$ cat src/slc_pkg.sv
package slc_pkg;

  localparam int LINE_BYTES_DEF  = 64;
  localparam int QUEUE_DEPTH_DEF = 16;
  localparam int MAX_RESULTS     = 16;
  localparam int ADDR_W          = 48;
  localparam int IDX_W           = 32;
  localparam int EB_W            = 10;

  localparam logic [1:0] REG_ELEMENT_BYTES   = 2'd0;
  localparam logic [1:0] REG_COALESCE_ENABLE = 2'd1;
  localparam logic [1:0] REG_TRIP_COUNT      = 2'd2;

  typedef struct packed {
    logic load;
    logic seal;
    logic scan_step;
    logic alloc_step;
    logic pop;
    logic finish;
  } cmd_t;

  typedef struct packed {
    logic do_coalesce;
    logic lo_below;
    logic scan_done;
    logic alloc_done;
    logic can_pop;
  } sts_t;

endpackage

$ cat src/slc_if.sv
interface slc_in_if;
  logic                        valid;
  logic                        ready;
  logic                        mode;
  logic [slc_pkg::ADDR_W-1:0]  element_address;
  modport source (output valid, mode, element_address, input ready);
  modport sink (input valid, mode, element_address, output ready);
endinterface

interface slc_out_if;
  logic                        valid;
  logic                        ready;
  logic [slc_pkg::ADDR_W-1:0]  line_address;
  logic [slc_pkg::IDX_W-1:0]   first_element;
  logic [slc_pkg::IDX_W-1:0]   end_element;
  logic                        last;
  modport source (output valid, line_address, first_element, end_element, last,
                  input ready);
  modport sink (input valid, line_address, first_element, end_element, last,
                output ready);
endinterface

$ cat src/slc_datapath.sv
module slc_datapath #(
  parameter int LINE_BYTES  = slc_pkg::LINE_BYTES_DEF,
  parameter int QUEUE_DEPTH = slc_pkg::QUEUE_DEPTH_DEF
) (
  input  logic                       clk,
  input  logic                       rst_n,
  input  slc_pkg::cmd_t              cmd,
  output slc_pkg::sts_t              sts,
  input  logic                       in_mode,
  input  logic [slc_pkg::ADDR_W-1:0] in_addr,
  input  logic [slc_pkg::EB_W-1:0]   element_bytes,
  input  logic                       coalesce_enable,
  input  logic [slc_pkg::IDX_W-1:0]  trip_count,
  output logic [slc_pkg::ADDR_W-1:0] pop_line,
  output logic [slc_pkg::IDX_W-1:0]  pop_first,
  output logic [slc_pkg::IDX_W-1:0]  pop_end,
  output logic                       pop_last
);
  localparam int QW = $clog2(QUEUE_DEPTH);
  localparam int LW = $clog2(LINE_BYTES);
  localparam int AW = slc_pkg::ADDR_W;
  localparam int IW = slc_pkg::IDX_W;
  localparam int RW = $clog2(slc_pkg::MAX_RESULTS + 1);

  logic [AW-1:0] sl_line [QUEUE_DEPTH];
  logic [IW-1:0] sl_first [QUEUE_DEPTH];
  logic [IW-1:0] sl_end [QUEUE_DEPTH];

  logic [QW-1:0] head_r;
  logic [QW:0]   count_r;
  logic [IW-1:0] next_index_r, seal_index_r;
  logic [AW-1:0] prev_line_r;
  logic [AW-1:0] lo_r, hi_r, cur_r;
  logic          mode_r, coal_r, cur_ovf_r, scan_hit_end_r;
  logic [QW:0]   scan_i_r;
  logic [RW-1:0] nres_r;

  logic [AW:0]   last_byte;
  logic [AW-1:0] last_sat, lo_line, hi_line;
  logic [AW:0]   cur_inc;
  logic [QW-1:0] scan_slot, tail_slot;

  always_comb begin
    last_byte = {1'b0, in_addr} + {{(AW+1-slc_pkg::EB_W){1'b0}},
                (element_bytes == '0) ? {{(slc_pkg::EB_W-1){1'b0}}, 1'b1}
                                      : element_bytes} - (AW+1)'(1);
    last_sat  = last_byte[AW] ? {AW{1'b1}} : last_byte[AW-1:0];
    lo_line   = {in_addr[AW-1:LW], {LW{1'b0}}};
    hi_line   = {last_sat[AW-1:LW], {LW{1'b0}}};
    cur_inc   = {1'b0, cur_r} + (AW+1)'(LINE_BYTES);
    scan_slot = head_r + scan_i_r[QW-1:0];
    tail_slot = head_r + count_r[QW-1:0];
  end

  // status
  always_comb begin
    sts.do_coalesce = coal_r;
    sts.lo_below    = lo_r < ((next_index_r != '0) ? prev_line_r : lo_r);
    sts.scan_done   = (scan_i_r == count_r) || scan_hit_end_r;
    sts.alloc_done  = cur_ovf_r || (cur_r > hi_r);
    sts.can_pop     = (count_r != '0) && (nres_r != RW'(slc_pkg::MAX_RESULTS)) &&
                      (mode_r || (sl_end[head_r] != next_index_r));
  end

  always_ff @(posedge clk) begin
    if (!rst_n) begin
      head_r <= '0; count_r <= '0; next_index_r <= '0; seal_index_r <= '0;
      prev_line_r <= '0; nres_r <= '0;
    end else begin
      if (cmd.load) begin
        nres_r <= '0;
        scan_i_r <= '0;
        scan_hit_end_r <= 1'b0;
        mode_r <= in_mode;
        lo_r <= lo_line;
        hi_r <= hi_line;
        cur_r <= lo_line;
        cur_ovf_r <= 1'b0;
        coal_r <= coalesce_enable &&
                  (trip_count == '0 || next_index_r < trip_count);
      end
      if (cmd.seal) seal_index_r <= next_index_r;
      if (cmd.scan_step) begin
        scan_i_r <= scan_i_r + 1'b1;
        if (sl_first[scan_slot] >= seal_index_r && sl_line[scan_slot] == cur_r) begin
          sl_end[scan_slot] <= sl_end[scan_slot] + 1'b1;
          cur_r <= cur_inc[AW-1:0];
          cur_ovf_r <= cur_inc[AW];
          if (cur_inc[AW] || cur_inc[AW-1:0] > hi_r) scan_hit_end_r <= 1'b1;
        end
      end
      if (cmd.alloc_step) begin
        if (count_r != (QW+1)'(QUEUE_DEPTH)) begin
          sl_line[tail_slot]  <= cur_r;
          sl_first[tail_slot] <= next_index_r;
          sl_end[tail_slot]   <= next_index_r + 1'b1;
          count_r <= count_r + 1'b1;
        end
        cur_r <= cur_inc[AW-1:0];
        cur_ovf_r <= cur_inc[AW];
      end
      if (cmd.finish) begin
        prev_line_r <= lo_r;
        next_index_r <= next_index_r + 1'b1;
      end
      if (cmd.pop) begin
        head_r <= head_r + 1'b1;
        count_r <= count_r - 1'b1;
        nres_r <= nres_r + 1'b1;
      end
    end
  end

  // last is known when the following slice cannot go out
  logic [QW-1:0] nxt_slot;
  assign nxt_slot  = head_r + 1'b1;
  assign pop_line  = sl_line[head_r];
  assign pop_first = sl_first[head_r];
  assign pop_end   = sl_end[head_r];
  assign pop_last  = (count_r == (QW+1)'(1)) ||
                     (nres_r == RW'(slc_pkg::MAX_RESULTS - 1)) ||
                     (!mode_r && sl_end[nxt_slot] == next_index_r);

  a_count_max: assert property (@(posedge clk) disable iff (!rst_n)
    count_r <= (QW+1)'(QUEUE_DEPTH)) else $error("queue overfilled");
  a_pop_empty: assert property (@(posedge clk) disable iff (!rst_n)
    !(cmd.pop && count_r == '0)) else $error("pop from empty queue");
  a_scan_alloc: assert property (@(posedge clk) disable iff (!rst_n)
    !(cmd.alloc_step && cmd.scan_step)) else $error("scan and alloc overlap");
endmodule

$ cat src/slc_ctrl.sv
module slc_ctrl (
  input  logic          clk,
  input  logic          rst_n,
  input  logic          in_valid,
  output logic          in_ready,
  input  logic          in_mode,
  output logic          out_valid,
  input  logic          out_ready,
  input  slc_pkg::sts_t sts,
  output slc_pkg::cmd_t cmd
);
  typedef enum logic [5:0] {
    S_IDLE  = 6'b000001,
    S_DEC   = 6'b000010,
    S_SCAN  = 6'b000100,
    S_ALLOC = 6'b001000,
    S_FIN   = 6'b010000,
    S_POP   = 6'b100000
  } state_t;

  state_t state_r, state_nxt;
  logic   mode_r;

  always_ff @(posedge clk) begin
    if (!rst_n) begin
      state_r <= S_IDLE;
      mode_r  <= 1'b0;
    end else begin
      state_r <= state_nxt;
      if (in_valid && in_ready) mode_r <= in_mode;
    end
  end

  always_comb begin
    state_nxt = state_r;
    cmd       = '0;
    in_ready  = 1'b0;
    out_valid = 1'b0;
    unique case (state_r)
      S_IDLE: begin
        in_ready = 1'b1;
        if (in_valid) begin
          cmd.load  = 1'b1;
          state_nxt = in_mode ? S_POP : S_DEC;
        end
      end
      S_DEC: begin
        if (!sts.do_coalesce || sts.lo_below) begin
          cmd.seal  = 1'b1;
          state_nxt = S_ALLOC;
        end else begin
          state_nxt = S_SCAN;
        end
      end
      S_SCAN: begin
        if (sts.scan_done) state_nxt = S_ALLOC;
        else cmd.scan_step = 1'b1;
      end
      S_ALLOC: begin
        if (sts.alloc_done) state_nxt = S_FIN;
        else cmd.alloc_step = 1'b1;
      end
      S_FIN: begin
        cmd.finish = 1'b1;
        state_nxt  = S_POP;
      end
      S_POP: begin
        if (!sts.can_pop) begin
          state_nxt = S_IDLE;
        end else begin
          out_valid = 1'b1;
          if (out_ready) cmd.pop = 1'b1;
        end
      end
      default: state_nxt = S_IDLE;
    endcase
  end

  a_no_overlap: assert property (@(posedge clk) disable iff (!rst_n)
    !(out_valid && in_ready)) else $error("output while accepting");
  a_flush_idx: assert property (@(posedge clk) disable iff (!rst_n)
    !(cmd.finish && mode_r)) else $error("flush advanced index");
  a_onehot: assert property (@(posedge clk) disable iff (!rst_n)
    $onehot(state_r)) else $error("state not one-hot");
endmodule

$ cat src/stream_line_slice_coalescer.sv
// Channel | Dir | Payload
// in_     | in  | mode, element_address
// out_    | out | line_address, first_element, end_element, last
// cfg_    | in  | APB: element_bytes @0, coalesce_enable @4, trip_count @8
//
// Sequence: an element passes decode, a scan of the queued slices when it
// coalesces, line allocation, finish and emission; a flush goes straight to emission.
// Reset: rst_n synchronous, active low; queue empties, registers to defaults.
// Stalls: out_ready low holds the emitting slice; no input is taken meanwhile.
module stream_line_slice_coalescer #(
  parameter int LINE_BYTES  = slc_pkg::LINE_BYTES_DEF,
  parameter int QUEUE_DEPTH = slc_pkg::QUEUE_DEPTH_DEF
) (
  input  logic        clk,
  input  logic        rst_n,
  slc_in_if.sink      in_ch,
  slc_out_if.source   out_ch,
  input  logic        cfg_psel,
  input  logic        cfg_penable,
  input  logic        cfg_pwrite,
  input  logic [3:0]  cfg_paddr,
  input  logic [31:0] cfg_pwdata,
  output logic [31:0] cfg_prdata,
  output logic        cfg_pready
);
  slc_pkg::cmd_t cmd;
  slc_pkg::sts_t sts;

  logic [slc_pkg::EB_W-1:0]  element_bytes_r;
  logic                      coalesce_enable_r;
  logic [slc_pkg::IDX_W-1:0] trip_count_r;

  assign cfg_pready = 1'b1;

  // register file
  always_ff @(posedge clk) begin
    if (!rst_n) begin
      element_bytes_r   <= slc_pkg::EB_W'(8);
      coalesce_enable_r <= 1'b1;
      trip_count_r      <= '0;
    end else if (cfg_psel && cfg_penable && cfg_pwrite) begin
      unique case (cfg_paddr[3:2])
        slc_pkg::REG_ELEMENT_BYTES:   element_bytes_r   <= cfg_pwdata[slc_pkg::EB_W-1:0];
        slc_pkg::REG_COALESCE_ENABLE: coalesce_enable_r <= cfg_pwdata[0];
        slc_pkg::REG_TRIP_COUNT:      trip_count_r      <= cfg_pwdata;
        default: ;
      endcase
    end
  end

  always_comb begin
    unique case (cfg_paddr[3:2])
      slc_pkg::REG_ELEMENT_BYTES:
        cfg_prdata = {{(32-slc_pkg::EB_W){1'b0}}, element_bytes_r};
      slc_pkg::REG_COALESCE_ENABLE: cfg_prdata = {31'b0, coalesce_enable_r};
      slc_pkg::REG_TRIP_COUNT:      cfg_prdata = trip_count_r;
      default:                      cfg_prdata = '0;
    endcase
  end

  slc_ctrl u_ctrl (
    .clk, .rst_n,
    .in_valid (in_ch.valid), .in_ready (in_ch.ready), .in_mode (in_ch.mode),
    .out_valid(out_ch.valid), .out_ready(out_ch.ready),
    .sts, .cmd
  );

  slc_datapath #(.LINE_BYTES(LINE_BYTES), .QUEUE_DEPTH(QUEUE_DEPTH)) u_dp (
    .clk, .rst_n, .cmd, .sts,
    .in_mode(in_ch.mode), .in_addr(in_ch.element_address),
    .element_bytes(element_bytes_r), .coalesce_enable(coalesce_enable_r),
    .trip_count(trip_count_r),
    .pop_line(out_ch.line_address), .pop_first(out_ch.first_element),
    .pop_end(out_ch.end_element), .pop_last(out_ch.last)
  );

  a_chan_overlap: assert property (@(posedge clk) disable iff (!rst_n)
    !(out_ch.valid && in_ch.ready)) else $error("overlap of channels");
  a_load_valid: assert property (@(posedge clk) disable iff (!rst_n)
    !(cmd.load && !in_ch.valid)) else $error("load without transaction");
  a_pop_ready: assert property (@(posedge clk) disable iff (!rst_n)
    !(cmd.pop && !out_ch.ready)) else $error("pop without take");
endmodule
$ cat src/flat_wrapper.sv
// flat-port wrapper written by rule: the top's interface ports become plain ports
module stream_line_slice_coalescer_flat 
#(
  parameter int LINE_BYTES  = slc_pkg::LINE_BYTES_DEF,
  parameter int QUEUE_DEPTH = slc_pkg::QUEUE_DEPTH_DEF
)
  (clk, rst_n, cfg_psel, cfg_penable, cfg_pwrite, cfg_paddr, cfg_pwdata, cfg_prdata, cfg_pready, in_ch_valid, in_ch_mode, in_ch_element_address, in_ch_ready, out_ch_valid, out_ch_line_address, out_ch_first_element, out_ch_end_element, out_ch_last, out_ch_ready);
  slc_in_if in_ch_i ();
  slc_out_if out_ch_i ();
  input  logic clk;
  input  logic rst_n;
  input  logic cfg_psel;
  input  logic cfg_penable;
  input  logic cfg_pwrite;
  input  logic [3:0] cfg_paddr;
  input  logic [31:0] cfg_pwdata;
  output logic [31:0] cfg_prdata;
  output logic cfg_pready;
  input wire logic [$bits(in_ch_i.valid)-1:0] in_ch_valid;
  input wire logic [$bits(in_ch_i.mode)-1:0] in_ch_mode;
  input wire logic [$bits(in_ch_i.element_address)-1:0] in_ch_element_address;
  output wire logic [$bits(in_ch_i.ready)-1:0] in_ch_ready;
  output wire logic [$bits(out_ch_i.valid)-1:0] out_ch_valid;
  output wire logic [$bits(out_ch_i.line_address)-1:0] out_ch_line_address;
  output wire logic [$bits(out_ch_i.first_element)-1:0] out_ch_first_element;
  output wire logic [$bits(out_ch_i.end_element)-1:0] out_ch_end_element;
  output wire logic [$bits(out_ch_i.last)-1:0] out_ch_last;
  input wire logic [$bits(out_ch_i.ready)-1:0] out_ch_ready;
  assign in_ch_i.valid = in_ch_valid;
  assign in_ch_i.mode = in_ch_mode;
  assign in_ch_i.element_address = in_ch_element_address;
  assign in_ch_ready = in_ch_i.ready;
  assign out_ch_valid = out_ch_i.valid;
  assign out_ch_line_address = out_ch_i.line_address;
  assign out_ch_first_element = out_ch_i.first_element;
  assign out_ch_end_element = out_ch_i.end_element;
  assign out_ch_last = out_ch_i.last;
  assign out_ch_i.ready = out_ch_ready;
  stream_line_slice_coalescer #(.LINE_BYTES(LINE_BYTES), .QUEUE_DEPTH(QUEUE_DEPTH)) u_core (.clk(clk), .rst_n(rst_n), .in_ch(in_ch_i), .out_ch(out_ch_i), .cfg_psel(cfg_psel), .cfg_penable(cfg_penable), .cfg_pwrite(cfg_pwrite), .cfg_paddr(cfg_paddr), .cfg_pwdata(cfg_pwdata), .cfg_prdata(cfg_prdata), .cfg_pready(cfg_pready));
endmodule
$ cat config.mk
export PLATFORM = sky130hd
export DESIGN_NAME = stream_line_slice_coalescer_flat
export DESIGN_NICKNAME = d
export VERILOG_FILES = /design/src/slc_pkg.sv /design/src/slc_if.sv /design/src/slc_datapath.sv /design/src/slc_ctrl.sv /design/src/stream_line_slice_coalescer.sv /design/src/flat_wrapper.sv
export SDC_FILE = /design/constraint.sdc
export NUM_CORES = 2
export LEC_CHECK = 0
export BUFFER_PORTS_ARGS = -buffer_cell sky130_fd_sc_hd__buf_2
export CORE_MARGIN = 1
export CORE_UTILIZATION = 55
export CTS_CLUSTER_SIZE = 12
export DETAILED_ROUTE_END_ITERATION = 7
export GPL_ROUTABILITY_DRIVEN = 0
export PLACE_DENSITY = 0.71
export SETUP_SLACK_MARGIN = 0.15
export SYNTH_ARGS = -nofsm -noshare
export SYNTH_HDL_FRONTEND = slang
export SYNTH_HIERARCHICAL = 1
export SYNTH_SLANG_ARGS = --single-unit
$ cat constraint.sdc
create_clock -name clk -period 9.4 [get_ports clk]
set_input_delay 0.94 -clock clk [delete_from_list [all_inputs] [get_ports clk]]
set_output_delay 0.94 -clock clk [all_outputs]
set_load 0.03 [all_outputs]
==> metrics.yaml <==
status: "finished clean"
clkTransAtPathRegs_ns: 0.06
numClockSinks: 2106
ys_seq_area_frac: 0.533
postRouteAntennaNets: 0
grt.total_usage: 0.343
critPathArrivalTime_ns: 8.90
hold_viol: 0
synth_area_um2: 115000
tritoncts: "built"
root_buffer: "clkbuf_16"
grt_pass1_vias: 76700
p_per_area_nw_per_um2: 166
min_path_cells: 1
nets: 8336
timing.rr.end: "u_core/u_dp/sl_end[5][18]"
setup_viol: 0
routed_wl_um: 363000
cts_hold_buf: 0
synth_fp_nets: 8262
core_um2: 208000
rr_worst_depth: 15
yosysMostFrequentCell: "edfxtp_1"
htreeDepth: 4
yosys-top-cells-count: "edfxtp_1 (1933), mux4_2 (1140), a21oi_1 (623)"
cts_resized: 0
insertion_delay_ns: 0.90
drive_gt1_frac: 0.254
grt_first_pass_wirelength_um: 521000
cts_setup_buffers: 0
cpMostUsedCell: "buf_12"
min_path_type: "in -> reg"
synth_warnings: 6
rsz0062_at_grt: "false"
min_from: "in_ch_element_address[41]"
max_freq_mhz: 120
synth.top_cell.area_share: 0.503
dieArea_um2: 212000
cp_slowest_cell: "fa_4"
clockBufferDepth: 3
antenna_found_initial: 26
path_cells: "ha_4, fa_4, buf_12, buf_12, mux4_2, mux2i_1, nor2_1, a2111oi_0, a41o_1, o2111ai_1, nor4_1, and4_1, nand2_1, o31ai_4, buf_12"
grt_overflow_total: 0
drc: 0
portBuffers: 236
async_flop_share: 0
syn_inst: 7906
period_share: 0.888
p_leak_nw: 43.1
vias_per_cell: 7.10
ff2ff_setup_slack_ns: 1.06
tightest_slew_ns: 1.38
initial_core_util: 0.555
fin_setup_tns_ns: 0
rows: 167
ir_worst_vdd_uv: 199
grt_max_degree: 160
slew_headroom: 0.0713
yosys_most_used_dff: "edfxtp_1"
max_stage_delay_ns: 1.22
die_h_um: 460
required_ns: 9.96
min_period_ns: 8.34
avgRoutedWirePerCell_um: 33.2
multi_input_area_um2: 50300
ios: 240
drt-initial-drc-count: 11800
area_growth_pct: 9.89
synth_edf_count: 1933
die_x_um: 460
synth_area_per_cell_um2: 14.6
fill_cells: 15300
dr.pass1.iters: 7
cp-end-kind: "flop"
report.final.slew_viol_count: 0
yosys.area.top_type: "edfxtp_1"
hold_end: "u_core/u_dp/lo_r[41]"
synth_cell_types: 104
synth_area_leaders: "edfxtp_1 (50%), mux4_2 (22%), dfxtp_1 (3.0%), ha_1 (2.8%), a21oi_1 (2.7%)"
path_class: "reg -> reg"
ys_seq_elements: 2106
cp_max_fo: 51
r2r_start: "u_core/u_dp/head_r[0]"
crit_path_start_kind: "flop"
power.total_mw: 21.1
drv_cap: 0
cts_buffers: 221
dpl.hpwl_um: 216000
finClkSkew_ns: 0.0550
vias: 77800
register_area_um2: 61500
[critical path: cells and delay by family, from the launching register on]
family | cells | cell delay, ns
buffers and inverters | 3 | 1.06
adder cells (fa/ha/maj) | 2 | 1.53
AND/OR/NAND/NOR | 4 | 2.17
multiplexers | 2 | 0.66
flip-flops | 1 | 0.59
AO/OA/AOI/OAI | 4 | 1.80
[metal layers]
layer  vias to the layer above  part of all wire  routed length (um)  track usage
li1                      31400                 -                   -            -
met3                      1100              0.14               49800       0.0824
met4                        14             0.063               22900        0.194
met1                     39300              0.35              126000        0.459
met2                      6015              0.45              164000        0.518
met5                         -           0.00023                  85            0
[metrics by stage]
| step | setup WS (ns) | utilization | cells | area (um2) | hold slack [ns] |
|---|---|---|---|---|---|
| floorplan | 0.764 | - | 7906 | 115000 | 0.451 |
| global placement | 1.39 | 0.576 | 10500 | 120000 | 0.487 |
| detailed placement | 1.35 | 0.576 | 10500 | 120000 | 0.497 |
| CTS | 1.28 | 0.610 | 11000 | 127000 | 0.203 |
| global route | 1.09 | 0.610 | 11000 | 127000 | 0.226 |
| finish | 1.06 | 0.610 | 11000 | 127000 | 0.260 |
[final cells by class]
cell class | instances | area share
Tap cell | 2788 | 0.0275
Clock inverter | 83 | 0.00698
Inverter | 234 | 0.00758
Multi-Input combinational cell | 4933 | 0.397
Timing Repair Buffer | 484 | 0.0261
Antenna cell | 7 | 0.000138
Sequential cell | 2106 | 0.485
Clock buffer | 325 | 0.0493
[flip-flops by register name, indices dropped and copies added, names as in the netlist, 4 cells and up, named ones only]
register / count
u_core/u_dp/count_r: 5
u_core/u_dp/scan_i_r: 5
u_core/u_dp/head_r: 4
u_core/u_ctrl/state_r: 6
u_core/u_dp/sl_first: 512
u_core/u_dp/next_index_r: 32
u_core/u_dp/nres_r: 5
u_core/trip_count_r: 32
u_core/u_dp/seal_index_r: 32
u_core/u_dp/prev_line_r: 42
u_core/u_dp/lo_r: 42
u_core/u_dp/sl_end: 512
u_core/u_dp/cur_r: 48
u_core/element_bytes_r: 10
u_core/u_dp/hi_r: 42
u_core/u_dp/sl_line: 768
[cells in the final DEF (no fill, tap or decap), drive strengths merged, types with 123 or more instances in the layout]
cell	instances
edfxtp	1933
mux4	1161
a21oi	639
nor2	613
nand2	554
buf	484
clkbuf	325
mux2i	270
ha	262
inv	238
xnor2	191
dfxtp	173
o21ai	144
nor2b	123
[worst max-delay path by stage]
stage | slack, ns | from | end
final | 1.06 | u_core/u_dp/head_r[0] | u_core/u_dp/sl_end[5][18]
after global routing | 1.09 | u_core/u_dp/head_r[0] | u_core/u_dp/sl_end[5][5]
after CTS | 1.28 | u_core/u_dp/head_r[0] | u_core/u_dp/sl_end[5][13]
after detailed placement | 1.35 | u_core/u_dp/head_r[0] | u_core/u_dp/sl_end[5][11]
after global placement | 1.39 | u_core/u_dp/head_r[0] | u_core/u_dp/sl_end[5][11]
after floorplan | 0.76 | u_core/u_dp/scan_i_r[0] | u_core/u_dp/sl_end[7][0]
[kinds of logic (layout without fill, tap and decap cells)]
logic type                 count (synthesis)  count (layout)  share of synthesized area
AOI/OAI and AO/OA                       1101            1101                     0.0560
xor gates and xnor gates                 280             280                     0.0215
adders and majority gates                264             264                     0.0288
buffers and inverters                    867            1126                     0.0339
DFF                                     2106            2106                      0.533
muxes                                   1441            1441                      0.252
other                                      1               8                  0.0000325
and+or+nand+nor                         1846            1846                     0.0747
[report_power, final]
group | internal, mW | switching (mW)
clock network | 4.99 | 3.71
registers | 10.4 | 0.107
logic | 0.707 | 1.15
No activity file was read; power rests on OpenSTA's default activity.
